### src/sv/cst_pkg.sv
// Package for the character stream tokenizer: token types, codes and byte classes.
`default_nettype none

package cst_pkg;

  // Output field widths
  localparam int OUT_W      = 16;
  localparam int TYPE_W     = 4;

  // Token queue depth between the scanner and the token channel
  localparam int QUEUE_DEPTH = 4;

  // Token type codes
  localparam logic [TYPE_W-1:0] TT_EOF       = 4'd0;
  localparam logic [TYPE_W-1:0] TT_PLUS      = 4'd1;
  localparam logic [TYPE_W-1:0] TT_MINUS     = 4'd2;
  localparam logic [TYPE_W-1:0] TT_STAR      = 4'd3;
  localparam logic [TYPE_W-1:0] TT_SLASH     = 4'd4;
  localparam logic [TYPE_W-1:0] TT_LPAREN    = 4'd5;
  localparam logic [TYPE_W-1:0] TT_RPAREN    = 4'd6;
  localparam logic [TYPE_W-1:0] TT_LBRACE    = 4'd7;
  localparam logic [TYPE_W-1:0] TT_RBRACE    = 4'd8;
  localparam logic [TYPE_W-1:0] TT_SEMICOLON = 4'd9;
  localparam logic [TYPE_W-1:0] TT_EQUAL     = 4'd10;
  localparam logic [TYPE_W-1:0] TT_STRING    = 4'd11;
  localparam logic [TYPE_W-1:0] TT_IDENT     = 4'd12;
  localparam logic [TYPE_W-1:0] TT_NUMBER    = 4'd13;

  // Byte constants
  localparam logic [7:0] CH_NUL    = 8'h00;
  localparam logic [7:0] CH_TAB    = 8'h09;
  localparam logic [7:0] CH_NL     = 8'h0A;
  localparam logic [7:0] CH_CR     = 8'h0D;
  localparam logic [7:0] CH_SPACE  = 8'h20;
  localparam logic [7:0] CH_QUOTE  = 8'h22;
  localparam logic [7:0] CH_LPAREN = 8'h28;
  localparam logic [7:0] CH_RPAREN = 8'h29;
  localparam logic [7:0] CH_STAR   = 8'h2A;
  localparam logic [7:0] CH_PLUS   = 8'h2B;
  localparam logic [7:0] CH_MINUS  = 8'h2D;
  localparam logic [7:0] CH_SLASH  = 8'h2F;
  localparam logic [7:0] CH_ZERO   = 8'h30;
  localparam logic [7:0] CH_NINE   = 8'h39;
  localparam logic [7:0] CH_SEMI   = 8'h3B;
  localparam logic [7:0] CH_EQUAL  = 8'h3D;
  localparam logic [7:0] CH_UC_A   = 8'h41;
  localparam logic [7:0] CH_UC_Z   = 8'h5A;
  localparam logic [7:0] CH_USCORE = 8'h5F;
  localparam logic [7:0] CH_LC_A   = 8'h61;
  localparam logic [7:0] CH_LC_Z   = 8'h7A;
  localparam logic [7:0] CH_LBRACE = 8'h7B;
  localparam logic [7:0] CH_RBRACE = 8'h7D;

  // One token as it travels through the queue
  typedef struct packed {
    logic [TYPE_W-1:0] token_type;
    logic [OUT_W-1:0]  line_no;
    logic [OUT_W-1:0]  col_no;
    logic [OUT_W-1:0]  tok_len;
    logic              last_of_run;
  } tok_t;

  function automatic logic is_letter(logic [7:0] c);
    return ((c >= CH_LC_A) && (c <= CH_LC_Z)) || ((c >= CH_UC_A) && (c <= CH_UC_Z)) ||
           (c == CH_USCORE);
  endfunction

  function automatic logic is_digit(logic [7:0] c);
    return (c >= CH_ZERO) && (c <= CH_NINE);
  endfunction

  // Single-byte operator or bracket; TT_EOF means none
  function automatic logic [TYPE_W-1:0] single_type(logic [7:0] c);
    logic [TYPE_W-1:0] t;
    case (c)
      CH_PLUS:   t = TT_PLUS;
      CH_MINUS:  t = TT_MINUS;
      CH_STAR:   t = TT_STAR;
      CH_SLASH:  t = TT_SLASH;
      CH_LPAREN: t = TT_LPAREN;
      CH_RPAREN: t = TT_RPAREN;
      CH_LBRACE: t = TT_LBRACE;
      CH_RBRACE: t = TT_RBRACE;
      CH_SEMI:   t = TT_SEMICOLON;
      CH_EQUAL:  t = TT_EQUAL;
      default:   t = TT_EOF;
    endcase
    return t;
  endfunction

endpackage

`default_nettype wire

### src/sv/cst_char_if.sv
// Byte channel interface: valid/ready handshake carrying one text byte.
`default_nettype none

interface cst_char_if;
  logic       valid;
  logic       ready;
  logic [7:0] ch;

  modport source (output valid, output ch, input ready);
  modport sink   (input valid, input ch, output ready);
endinterface

`default_nettype wire

### src/sv/cst_tok_if.sv
// Token channel interface: valid/ready handshake carrying one token.
`default_nettype none

interface cst_tok_if;
  logic        valid;
  logic        ready;
  logic [3:0]  token_type;
  logic [15:0] line_no;
  logic [15:0] col_no;
  logic [15:0] tok_len;
  logic        last_of_run;

  modport source (output valid, output token_type, output line_no, output col_no,
                  output tok_len, output last_of_run, input ready);
  modport sink   (input valid, input token_type, input line_no, input col_no,
                  input tok_len, input last_of_run, output ready);
endinterface

`default_nettype wire

### src/sv/cst_tok_queue.sv
// Token queue: takes up to two tokens per cycle, hands out one per ready cycle.
`default_nettype none

module cst_tok_queue (
  input  logic        clk,
  input  logic        rst,
  input  logic [1:0]  push_n,
  input  cst_pkg::tok_t push_a,
  input  cst_pkg::tok_t push_b,
  output logic        room2,
  cst_tok_if.source   tok_out
);
  import cst_pkg::*;

  localparam int PTR_W = $clog2(QUEUE_DEPTH);
  localparam int CNT_W = PTR_W + 1;

  tok_t             entries [QUEUE_DEPTH];
  logic [PTR_W-1:0] wr_ptr;
  logic [PTR_W-1:0] rd_ptr;
  logic [CNT_W-1:0] fill;
  logic             pop;
  logic [PTR_W-1:0] wr_ptr_b;

  assign pop      = tok_out.valid && tok_out.ready;
  assign wr_ptr_b = wr_ptr + PTR_W'(1);
  assign room2    = (fill <= CNT_W'(QUEUE_DEPTH - 2));

  // Head of the queue drives the channel
  assign tok_out.valid       = (fill != '0);
  assign tok_out.token_type  = entries[rd_ptr].token_type;
  assign tok_out.line_no     = entries[rd_ptr].line_no;
  assign tok_out.col_no      = entries[rd_ptr].col_no;
  assign tok_out.tok_len     = entries[rd_ptr].tok_len;
  assign tok_out.last_of_run = entries[rd_ptr].last_of_run;

  // Token storage
  always_ff @(posedge clk) begin
    if (push_n != 2'd0) begin
      entries[wr_ptr] <= push_a;
    end
    if (push_n == 2'd2) begin
      entries[wr_ptr_b] <= push_b;
    end
  end

  // Pointers and fill level
  always_ff @(posedge clk) begin
    if (rst) begin
      wr_ptr <= '0;
      rd_ptr <= '0;
      fill   <= '0;
    end else begin
      wr_ptr <= wr_ptr + PTR_W'(push_n);
      if (pop) begin
        rd_ptr <= rd_ptr + PTR_W'(1);
      end
      fill <= fill + CNT_W'(push_n) - CNT_W'(pop);
    end
  end

endmodule

`default_nettype wire

### src/sv/char_stream_tokenizer.sv
// Top level of the character stream tokenizer.
`default_nettype none

// Scans a text one byte per transfer and produces tokens with type, start line, start
// column and length. A byte is taken in the same cycle it is offered whenever the token
// queue has two free slots; the scanner state (mode, line, column, pending length) is
// updated in that cycle and the zero, one or two tokens the byte completes are written
// to a four-entry queue, whose head drives the token channel. The token channel
// delivers one token per cycle while it is ready, so the block then sustains one byte
// per cycle; a run of bytes that each close two tokens is paced by the token channel
// at one token per cycle. Counters are COUNTER_WIDTH bits and saturate; output fields
// carry their low 16 bits. There is no clearing pass after reset.
module char_stream_tokenizer #(
  parameter int COUNTER_WIDTH = 16
) (
  input  logic      clk,
  input  logic      rst,
  cst_char_if.sink  char_in,
  cst_tok_if.source tok_out
);
  import cst_pkg::*;

  localparam int CW = COUNTER_WIDTH;

  typedef logic [CW-1:0] cnt_t;

  typedef enum logic [3:0] {
    MODE_IDLE   = 4'b0001,
    MODE_IDENT  = 4'b0010,
    MODE_NUMBER = 4'b0100,
    MODE_STRING = 4'b1000
  } mode_t;

  function automatic cnt_t sat_add(cnt_t a, cnt_t b);
    logic [CW:0] s;
    s = {1'b0, a} + {1'b0, b};
    return s[CW] ? '1 : s[CW-1:0];
  endfunction

  function automatic logic [OUT_W-1:0] low_bits(cnt_t v);
    logic [CW+OUT_W-1:0] x;
    x = {{OUT_W{1'b0}}, v};
    return x[OUT_W-1:0];
  endfunction

  function automatic tok_t make_tok(logic [TYPE_W-1:0] t, cnt_t ln, cnt_t cl, cnt_t len);
    tok_t r;
    r.token_type  = t;
    r.line_no     = low_bits(ln);
    r.col_no      = low_bits(cl);
    r.tok_len     = low_bits(len);
    r.last_of_run = 1'b0;
    return r;
  endfunction

  localparam cnt_t ONE = cnt_t'(1);

  mode_t       mode, mode_next;
  cnt_t        line_cnt, line_next;
  cnt_t        col, col_next;
  cnt_t        plen, plen_next;

  logic [7:0]  ch;
  logic        accept;
  logic        room2;
  logic        go_idle;
  logic        flushed;
  cnt_t        col1;
  cnt_t        plen_inc;
  logic [TYPE_W-1:0] single_t;
  logic        has_second;
  tok_t        tok_flush, tok_idle;
  tok_t        tok_a, tok_b;
  logic [1:0]  n_tok;

  assign ch             = char_in.ch;
  assign char_in.ready  = room2;
  assign accept         = char_in.valid && room2;
  assign plen_inc       = sat_add(plen, ONE);
  assign single_t       = single_type(ch);

  // Close the token in progress, if this byte ends it
  always_comb begin
    mode_next = mode;
    plen_next = plen;
    go_idle   = 1'b0;
    flushed   = 1'b0;
    col1      = col;
    tok_flush = make_tok(TT_EOF, line_cnt, col, '0);
    unique case (mode)
      MODE_STRING: begin
        if (ch == CH_QUOTE) begin
          tok_flush = make_tok(TT_STRING, line_cnt, col, plen_inc);
          flushed   = 1'b1;
          col1      = sat_add(col, plen_inc);
          mode_next = MODE_IDLE;
          plen_next = '0;
        end else if (ch != CH_NUL) begin
          plen_next = plen_inc;
        end else begin
          // unterminated string closes at the end of text
          tok_flush = make_tok(TT_STRING, line_cnt, col, plen);
          flushed   = 1'b1;
          col1      = sat_add(col, plen);
          mode_next = MODE_IDLE;
          plen_next = '0;
          go_idle   = 1'b1;
        end
      end
      MODE_IDENT: begin
        if (is_letter(ch) || is_digit(ch)) begin
          plen_next = plen_inc;
        end else begin
          tok_flush = make_tok(TT_IDENT, line_cnt, col, plen);
          flushed   = 1'b1;
          col1      = sat_add(col, plen);
          mode_next = MODE_IDLE;
          plen_next = '0;
          go_idle   = 1'b1;
        end
      end
      MODE_NUMBER: begin
        if (is_digit(ch)) begin
          plen_next = plen_inc;
        end else begin
          tok_flush = make_tok(TT_NUMBER, line_cnt, col, plen);
          flushed   = 1'b1;
          col1      = sat_add(col, plen);
          mode_next = MODE_IDLE;
          plen_next = '0;
          go_idle   = 1'b1;
        end
      end
      default: begin
        go_idle = 1'b1;
      end
    endcase
  end

  // Byte seen between tokens: starts a token, emits one, or moves the position
  always_comb begin
    line_next  = line_cnt;
    col_next   = col1;
    has_second = 1'b0;
    tok_idle   = make_tok(TT_EOF, line_cnt, col1, '0);
    if (go_idle) begin
      if (ch == CH_NUL) begin
        has_second = 1'b1;
        line_next  = ONE;
        col_next   = ONE;
      end else if (ch == CH_NL) begin
        line_next = sat_add(line_cnt, ONE);
        col_next  = ONE;
      end else if ((ch == CH_SPACE) || (ch == CH_TAB) || (ch == CH_CR)) begin
        col_next = sat_add(col1, ONE);
      end else if (single_t != TT_EOF) begin
        has_second = 1'b1;
        tok_idle   = make_tok(single_t, line_cnt, col1, ONE);
        col_next   = sat_add(col1, ONE);
      end else if (ch == CH_QUOTE || is_letter(ch) || is_digit(ch)) begin
        // token start; the column stays at its first byte
        col_next = col1;
      end else begin
        // unknown byte is a one-byte identifier
        has_second = 1'b1;
        tok_idle   = make_tok(TT_IDENT, line_cnt, col1, ONE);
        col_next   = sat_add(col1, ONE);
      end
    end
  end

  // Start mode and length for a token opened by this byte
  mode_t mode_final;
  cnt_t  plen_final;
  always_comb begin
    mode_final = mode_next;
    plen_final = plen_next;
    if (go_idle) begin
      if (ch == CH_QUOTE) begin
        mode_final = MODE_STRING;
        plen_final = ONE;
      end else if (is_letter(ch)) begin
        mode_final = MODE_IDENT;
        plen_final = ONE;
      end else if (is_digit(ch)) begin
        mode_final = MODE_NUMBER;
        plen_final = ONE;
      end
    end
  end

  // Order the tokens and mark the last one of this byte
  always_comb begin
    tok_a = tok_flush;
    tok_b = tok_idle;
    n_tok = 2'd0;
    if (flushed && has_second) begin
      n_tok             = 2'd2;
      tok_b.last_of_run = 1'b1;
    end else if (flushed) begin
      n_tok             = 2'd1;
      tok_a.last_of_run = 1'b1;
    end else if (has_second) begin
      n_tok             = 2'd1;
      tok_a             = tok_idle;
      tok_a.last_of_run = 1'b1;
    end
  end

  // Scanner state
  always_ff @(posedge clk) begin
    if (rst) begin
      mode     <= MODE_IDLE;
      line_cnt <= ONE;
      col      <= ONE;
      plen     <= '0;
    end else if (accept) begin
      mode     <= mode_final;
      line_cnt <= line_next;
      col      <= col_next;
      plen     <= plen_final;
    end
  end

  cst_tok_queue u_queue (
    .clk     (clk),
    .rst     (rst),
    .push_n  (accept ? n_tok : 2'd0),
    .push_a  (tok_a),
    .push_b  (tok_b),
    .room2   (room2),
    .tok_out (tok_out)
  );

endmodule

`default_nettype wire
### src/flat_wrapper.sv
// flat-port wrapper written by rule: the top's interface ports become plain ports
module char_stream_tokenizer_flat import cst_pkg::*;
#(
  parameter int COUNTER_WIDTH = 16
)
  (clk, rst, char_in_valid, char_in_ch, char_in_ready, tok_out_valid, tok_out_token_type, tok_out_line_no, tok_out_col_no, tok_out_tok_len, tok_out_last_of_run, tok_out_ready);
  cst_char_if char_in_i ();
  cst_tok_if tok_out_i ();
  input  logic clk;
  input  logic rst;
  input wire logic [$bits(char_in_i.valid)-1:0] char_in_valid;
  input wire logic [$bits(char_in_i.ch)-1:0] char_in_ch;
  output wire logic [$bits(char_in_i.ready)-1:0] char_in_ready;
  output wire logic [$bits(tok_out_i.valid)-1:0] tok_out_valid;
  output wire logic [$bits(tok_out_i.token_type)-1:0] tok_out_token_type;
  output wire logic [$bits(tok_out_i.line_no)-1:0] tok_out_line_no;
  output wire logic [$bits(tok_out_i.col_no)-1:0] tok_out_col_no;
  output wire logic [$bits(tok_out_i.tok_len)-1:0] tok_out_tok_len;
  output wire logic [$bits(tok_out_i.last_of_run)-1:0] tok_out_last_of_run;
  input wire logic [$bits(tok_out_i.ready)-1:0] tok_out_ready;
  assign char_in_i.valid = char_in_valid;
  assign char_in_i.ch = char_in_ch;
  assign char_in_ready = char_in_i.ready;
  assign tok_out_valid = tok_out_i.valid;
  assign tok_out_token_type = tok_out_i.token_type;
  assign tok_out_line_no = tok_out_i.line_no;
  assign tok_out_col_no = tok_out_i.col_no;
  assign tok_out_tok_len = tok_out_i.tok_len;
  assign tok_out_last_of_run = tok_out_i.last_of_run;
  assign tok_out_i.ready = tok_out_ready;
  char_stream_tokenizer #(.COUNTER_WIDTH(COUNTER_WIDTH)) u_core (.clk(clk), .rst(rst), .char_in(char_in_i), .tok_out(tok_out_i));
endmodule
### config.mk
export PLATFORM = sky130hd
export DESIGN_NAME = char_stream_tokenizer_flat
export DESIGN_NICKNAME = d
export VERILOG_FILES = /design/src/sv/cst_pkg.sv /design/src/sv/cst_char_if.sv /design/src/sv/cst_tok_if.sv /design/src/sv/cst_tok_queue.sv /design/src/sv/char_stream_tokenizer.sv /design/src/flat_wrapper.sv
export SDC_FILE = /design/constraint.sdc
export NUM_CORES = 1
export LEC_CHECK = 0
export BUFFER_PORTS_ARGS = -buffer_cell sky130_fd_sc_hd__buf_2
export CAP_MARGIN = 25
export CORE_UTILIZATION = 29
export CTS_BUF_LIST = sky130_fd_sc_hd__clkbuf_16
export CTS_CLUSTER_DIAMETER = 120
export CTS_CLUSTER_SIZE = 14
export DETAILED_ROUTE_END_ITERATION = 10
export PLACE_DENSITY = 0.54
export SYNTH_ARGS = -nofsm -noshare
export SYNTH_HDL_FRONTEND = slang
export SYNTH_SLANG_ARGS = --single-unit
export TNS_END_PERCENT = 30
### constraint.sdc
create_clock -name clk -period 6.3 [get_ports clk]
set_input_delay 0.315 -clock clk [delete_from_list [all_inputs] [get_ports clk]]
set_output_delay 0.315 -clock clk [all_outputs]
set_load 0.03 [all_outputs]
==> results.cfg, run 1 <==
[logic_synthesis]
async_flop_share_pct = 0
synth.area.top_cells = edfxtp_1 29%, dfxtp_1 16%, mux4_2 7.7%
synth_top_area_share_pct = 29.4
synthFlopType = edfxtp_1
syn_avg_cell_area_sq_um = 10.3
ys_ff_latch = 273
synth_top_family_by_area = compound AO/OA/AOI/OAI gates
ys.warnings.count = 0
syn_area_sq_um = 15500
yosys.area.top_type = edfxtp_1
yosys-mux-area-fraction_pct = 8.07
syn_nets = 1568
synth-compound-area-share_pct = 21.5
synth_cell_types = 96
ys_seq_area_share_pct = 44.9
yosys.area_share.simple_pct = 16.1
synth_cells = 1511
synth-edff-count = 152
synth_xor_area_share_pct = 2.14
synthAdderAreaFrac_pct = 3.77

[global_route]
antenna_found_initial = 1
use_met1_pct = 23.3
met2_usage_pct = 29.5
grt-ovfl-total = 0
top_usage_layer = met2
grt_first_pass_wirelength_um = 73100
gr-usage-met3_pct = 2.00
grt_util_all_layers_pct = 17.3
grt_pass1_vias = 12050
grt_max_degree = 55

[setup_path]
cp_cell_sequence = ha_1, and3_1, and3_1, and4_1, nand2b_1, nand2_1, ha_1, inv_1, fa_1, nand2b_1, a211oi_2, o21ai_0, o21ai_2, o221ai_1, o211ai_1, nand4b_4, a21o_1, a2111oi_2
worstPathMaxFanout = 14
crit_path_top_delay_cell = o211ai_1
critPathKind = reg -> reg
r2r_setup_slack_ns = 0.44
r2r-end = u_core.col[13]
startpoint_type = register
cp.arrival_ns = 6.32
reg2reg_depth = 18
critPathRequiredTime_ns = 6.75
cp_slowest_stage_delay_ns = 0.88
reg2reg_from = u_core.plen[1]
critPathCaptureType = register

[detailed_routing]
dr.pass1.iters = 9
wl_per_cell_um = 21.1
drc = 18
wl_um = 47300
antenna_left = 0
drt_iter0_drc = 1052
avgViaCountPerCell = 5.54
vias = 12413

[floorplanning]
die_h_um = 234
die_w_um = 234
start_util_pct = 29.5
die-area_sq_um = 54500
rows = 84
coreArea_sq_um = 52800
pin_count = 67

[placed_design]
io_buffers = 66
dp_hpwl_um = 33600
place_congestion = 0.897
dp_cells = 2201

[timing]
worst_pin_slew_ns = 1.07
fmax_mhz = 171
finalCritPeriodShare_pct = 93.1
rsz0062_at_grt = no
tns_ns = 0
finClkSkew_ns = 0.0258
fin_crit_ns = 5.86
relSlewSlack_pct = 28.3
hold_viol_final = 0
setup_viol = 0
final-max-slew-violation-count = 0

[cts]
clkTransAtPathRegs_ns = 0.07
cts_buffer_depth = 3
numCtsBuffers = 23
cts_tree = yes
root_buffer = clkbuf_16
clk_latency_ns = 0.56
clock_sink_count = 273
h-tree-depth = 1
ctsHoldBuffers = 0

[final_layout]
final_nets = 1595
synthToLayoutAreaGrowth_pct = 11.5
layout_commonest_cell = edfxtp_1
drive_above_1_share_pct = 15.3
most-common-layout-cells = 152 x edfxtp_1, 146 x nand2_1, 124 x o21ai_0
final_cells = 2240
nFillCells = 5401
antenna_cells = 0
post-route-util_pct = 32.8

[power_and_ir_drop]
vdd_drop_max_uv = 334
power_mw = 4.69
power_density_nw_per_um2 = 271
leakagePower_nw = 6.03

[flow_run]
maxCapViolCount = 0

[hold_path]
hold_depth = 4
hold_class = in -> reg
holdCritStartpoint = tok_out_ready

[status]
status = finished with violations
violations = DRC
==> synthesized netlist by cell type, types with 18 or more instances <==
cell,n
edfxtp_1,152
nand2_1,147
o21ai_0,125
dfxtp_1,121
nor2_1,99
a21oi_1,76
and2_1,74
clkbuf_1,72
a22o_1,66
mux4_2,53
ha_1,42
nor3_1,29
a22oi_1,28
inv_1,26
nand3_1,26
o22ai_1,26
and3_1,20
xor2_1,20
a31oi_1,19
xnor2_1,18
==> per-stage QoR <==
step | cell area [sq um] | setup slack, ns | hold WS, ns
after global placement | 16700 | 0.556 | 0.431
after floorplan | 15500 | 1.25 | 0.420
after detailed placement | 16700 | 0.387 | 0.440
final | 17300 | 0.437 | 0.235
after CTS | 17300 | 0.384 | 0.226
after global routing | 17300 | 0.0798 | 0.289
==> kinds of logic (layout without fill, tap and decap cells) <==
group / Yosys count / in the layout
buffers and inverters: 131 / 172
AO/OA/AOI/OAI: 475 / 475
adder cells (fa/ha/maj): 45 / 45
AND/OR/NAND/NOR: 490 / 490
XOR/XNOR: 38 / 38
multiplexers: 59 / 59
flip-flops: 273 / 273
==> area by class of cell <==
cell class              count  area [sq um]  area share, %
inverters                  27           101          0.585
clock buffers              23           576           3.32
well taps                 688           861           4.97
clock inverters            16          81.3          0.469
multi-input cells        1107          8050           46.5
flip-flops and latches    273          6990           40.3
repair buffers            106           668           3.86
==> worst max-delay path by stage <==
stage / cells after the start / end / start / slack (ns)
floorplan: 16 / u_core.u_queue.entries[1][0] / char_in_ch[1] / 1.25
global placement: 20 / u_core.col[13] / u_core.plen[1] / 0.56
detailed placement: 20 / u_core.col[13] / u_core.plen[1] / 0.39
CTS: 20 / u_core.col[13] / u_core.plen[1] / 0.38
global route: 18 / u_core.col[13] / u_core.plen[1] / 0.08
finish: 18 / u_core.col[13] / u_core.plen[1] / 0.44
==> worst max-delay path, delay by kind of cell (launching register included) <==
| family | cells | cell delay (ns) |
|---|---|---|
| and+or+nand+nor | 7 | 1.84 |
| DFF | 1 | 0.45 |
| AOI/OAI and AO/OA | 7 | 2.62 |
| adders and majority gates | 3 | 0.81 |
| buffers and inverters | 1 | 0.06 |
==> timing repair <==
action	CTS	global route
setup buffers	0	0
setup endpoints to repair	0	2
gates resized for setup	0	2
==> per-layer routing <==
layer,vias to the layer above,wire length [um]
li1,5821,-
met1,6169,20900
met2,357,22800
met3,66,2440
met4,0,1150
met5,-,0
==> state kept, by name, summed over array words and instances, names as in the netlist, named ones only <==
signal / count
u_core.u_queue.fill: 3
u_core.plen: 16
u_core.u_queue.entries: 212
u_core.mode: 4
u_core.col: 16
u_core.u_queue.wr_ptr: 2
u_core.u_queue.rd_ptr: 2
u_core.line_cnt: 16
==> where the power goes <==
part / switching, mW / internal (mW)
Clock: 0.673 / 0.666
Sequential: 0.125 / 2.00
Combinational: 0.793 / 0.440
Total: 1.59 / 3.10
No activity file was read; power rests on OpenSTA's default activity.
==> inputs of run 2 (changes only) <==
--- a/config.mk
+++ b/config.mk
@@ -13,6 +13,7 @@
 export CTS_CLUSTER_SIZE = 14
 export DETAILED_ROUTE_END_ITERATION = 10
 export PLACE_DENSITY = 0.54
+export SETUP_SLACK_MARGIN = 0.5
 export SYNTH_ARGS = -nofsm -noshare
 export SYNTH_HDL_FRONTEND = slang
 export SYNTH_SLANG_ARGS = --single-unit
==> run 2 against run 1 <==
  * The run still ends with DRC left
  * Wire length barely moved
  * Fmax rose by 9.4%
  * Worst setup slack improved by 0.51 ns
  * Power rose by 0.13%
  * Clock skew fell by 0.0012 ns
  * Clock-buffer cell count did not move
  * Non-clock buffer count rose by 5
  * Critical path depth rose by 1
  * Utilization rose by 0.14 points
  * Worst hold slack got worse by 0.0034 ns
  * Register-to-register slack improved by 0.51 ns
==> results.cfg, run 2 (synthesized netlist as in run 1, its figures left out) <==
[status]
status = finished with violations
violations = DRC

[power_and_ir_drop]
vdd_drop_max_uv = 334
power_density_nw_per_um2 = 270
leakagePower_nw = 6.05

[floorplanning]
die_w_um = 234
die_h_um = 234
die-area_sq_um = 54500
start_util_pct = 29.5
rows = 84
coreArea_sq_um = 52800
pin_count = 67

[final_layout]
final_nets = 1600
top_register = u_core.u_queue.entries
antenna_cells = 0
most-common-layout-cells = 152 x edfxtp_1, 146 x nand2_1, 123 x o21ai_0
drive_above_1_share_pct = 15.7
largest_reg_flops = 212
layout_commonest_cell = edfxtp_1
synthToLayoutAreaGrowth_pct = 12.0
final_cells = 2245

[placed_design]
place_congestion = 0.897
place_ws_ns = 0.387
dp_hpwl_um = 33600
io_buffers = 66
dp_cells = 2201

[timing]
fin_ws_ns = 0.942
fmax_mhz = 187
relSlewSlack_pct = 34.1
final-max-slew-violation-count = 0
hold_viol_final = 0
setup_viol = 0
fin_crit_ns = 5.36
finalCritPeriodShare_pct = 85.0
rsz0062_at_grt = no
finClkSkew_ns = 0.0246
tns_ns = 0
worst_pin_slew_ns = 0.988

[detailed_routing]
wl_um = 47300
wl_per_cell_um = 21.1
drt_iter0_drc = 1062
vias = 12383
antenna_left = 0
avgViaCountPerCell = 5.52
drc = 18
dr.pass1.iters = 8

[setup_path]
crit_path_top_delay_cell = nor3b_1
path_delay_family = simple AND/OR/NAND/NOR gates
cp_slowest_stage_delay_ns = 0.46
critPathKind = reg -> reg
critPathRequiredTime_ns = 6.75
startpoint_type = register
path_buf_inv = 1
cp.arrival_ns = 5.81
cp_cell_sequence = ha_1, and3_1, and3_1, and4_1, nand2b_2, nand2_1, ha_1, inv_1, fa_1, nand2b_1, a211oi_4, o2111ai_4, a31oi_1, o31ai_1, nand3_1, nor3b_1, and2_1, a311oi_1, a2111oi_2
r2r_setup_slack_ns = 0.94
worstPathMaxFanout = 12
critPathCaptureType = register

[global_route]
grt-ovfl-total = 0
grt_util_all_layers_pct = 17.3
grt_first_pass_wirelength_um = 73100
grt_max_degree = 55
grt_pass1_vias = 12050
antenna_found_initial = 1

[cts]
root_buffer = clkbuf_16
clkTransAtPathRegs_ns = 0.07
clock_sink_count = 273
cts_tree = yes
h-tree-depth = 1
numCtsBuffers = 23
ctsHoldBuffers = 0
cts_buffer_depth = 3
clk_latency_ns = 0.56

[flow_run]
maxCapViolCount = 0

[hold_path]
hold_class = in -> reg
-- run 2: power breakdown --
group          switching [mW]  total, mW  leakage, nW  internal, mW
clock                   0.673       1.34        0.372         0.666
combinational           0.795       1.24         3.34         0.444
sequential              0.125       2.12         2.34          2.00
total                    1.59       4.70         6.05          3.11
-- run 2: worst paths after layout --
check | startpoint | endpoint | depth (start not counted)
worst max-delay path | u_core.plen[1] | u_core.col[13] | 19
worst min-delay path | tok_out_ready | register | 4
worst max register to register | u_core.plen[1] | u_core.col[13] | 19
worst min register to register | u_core.u_queue.entries[1][12] | u_core.u_queue.entries[1][12] | 2
-- run 2: through the flow --
stage	power [mW]	hold slack (ns)	cell area, sq um	util (%)
final	4.70	0.232	17400	33.0
after global routing	4.93	0.289	17400	33.0
after CTS	4.76	0.226	17300	32.8
after detailed placement	3.42	0.440	16700	31.6
after global placement	3.41	0.431	16700	31.6
after floorplan	3.00	0.420	15500	-
-- run 2: cell type report --
| type | count | area, sq um |
|---|---|---|
| flip-flops and latches | 273 | 6990 |
| fillers | 5395 | 35400 |
| clock buffers | 23 | 576 |
| multi-input cells | 1107 | 8070 |
| clock inverters | 16 | 81.3 |
| repair buffers | 111 | 718 |
| well taps | 688 | 861 |
| inverters | 27 | 101 |
-- run 2: layer usage --
| metal | wire [um] | GRT usage, % | up-vias |
|---|---|---|---|
| met5 | 0 | 0 | - |
| met4 | 1080 | 4.18 | 0 |
| met3 | 2260 | 2.00 | 62 |
| met2 | 22800 | 29.5 | 350 |
| met1 | 21200 | 23.3 | 6143 |
| li1 | - | - | 5828 |
-- run 2: tightest hold or removal path: stages --
cell and delay (ns):
buf_2 0.07, and2_1 0.18, xnor2_1 0.10, nor2_1 0.08
-- run 2: repair_timing --
action	4_1_cts	5_1_grt
endpoints found under the setup margin	2	16
setup buffers	0	5
pin swaps	0	3
resized for setup	2	5
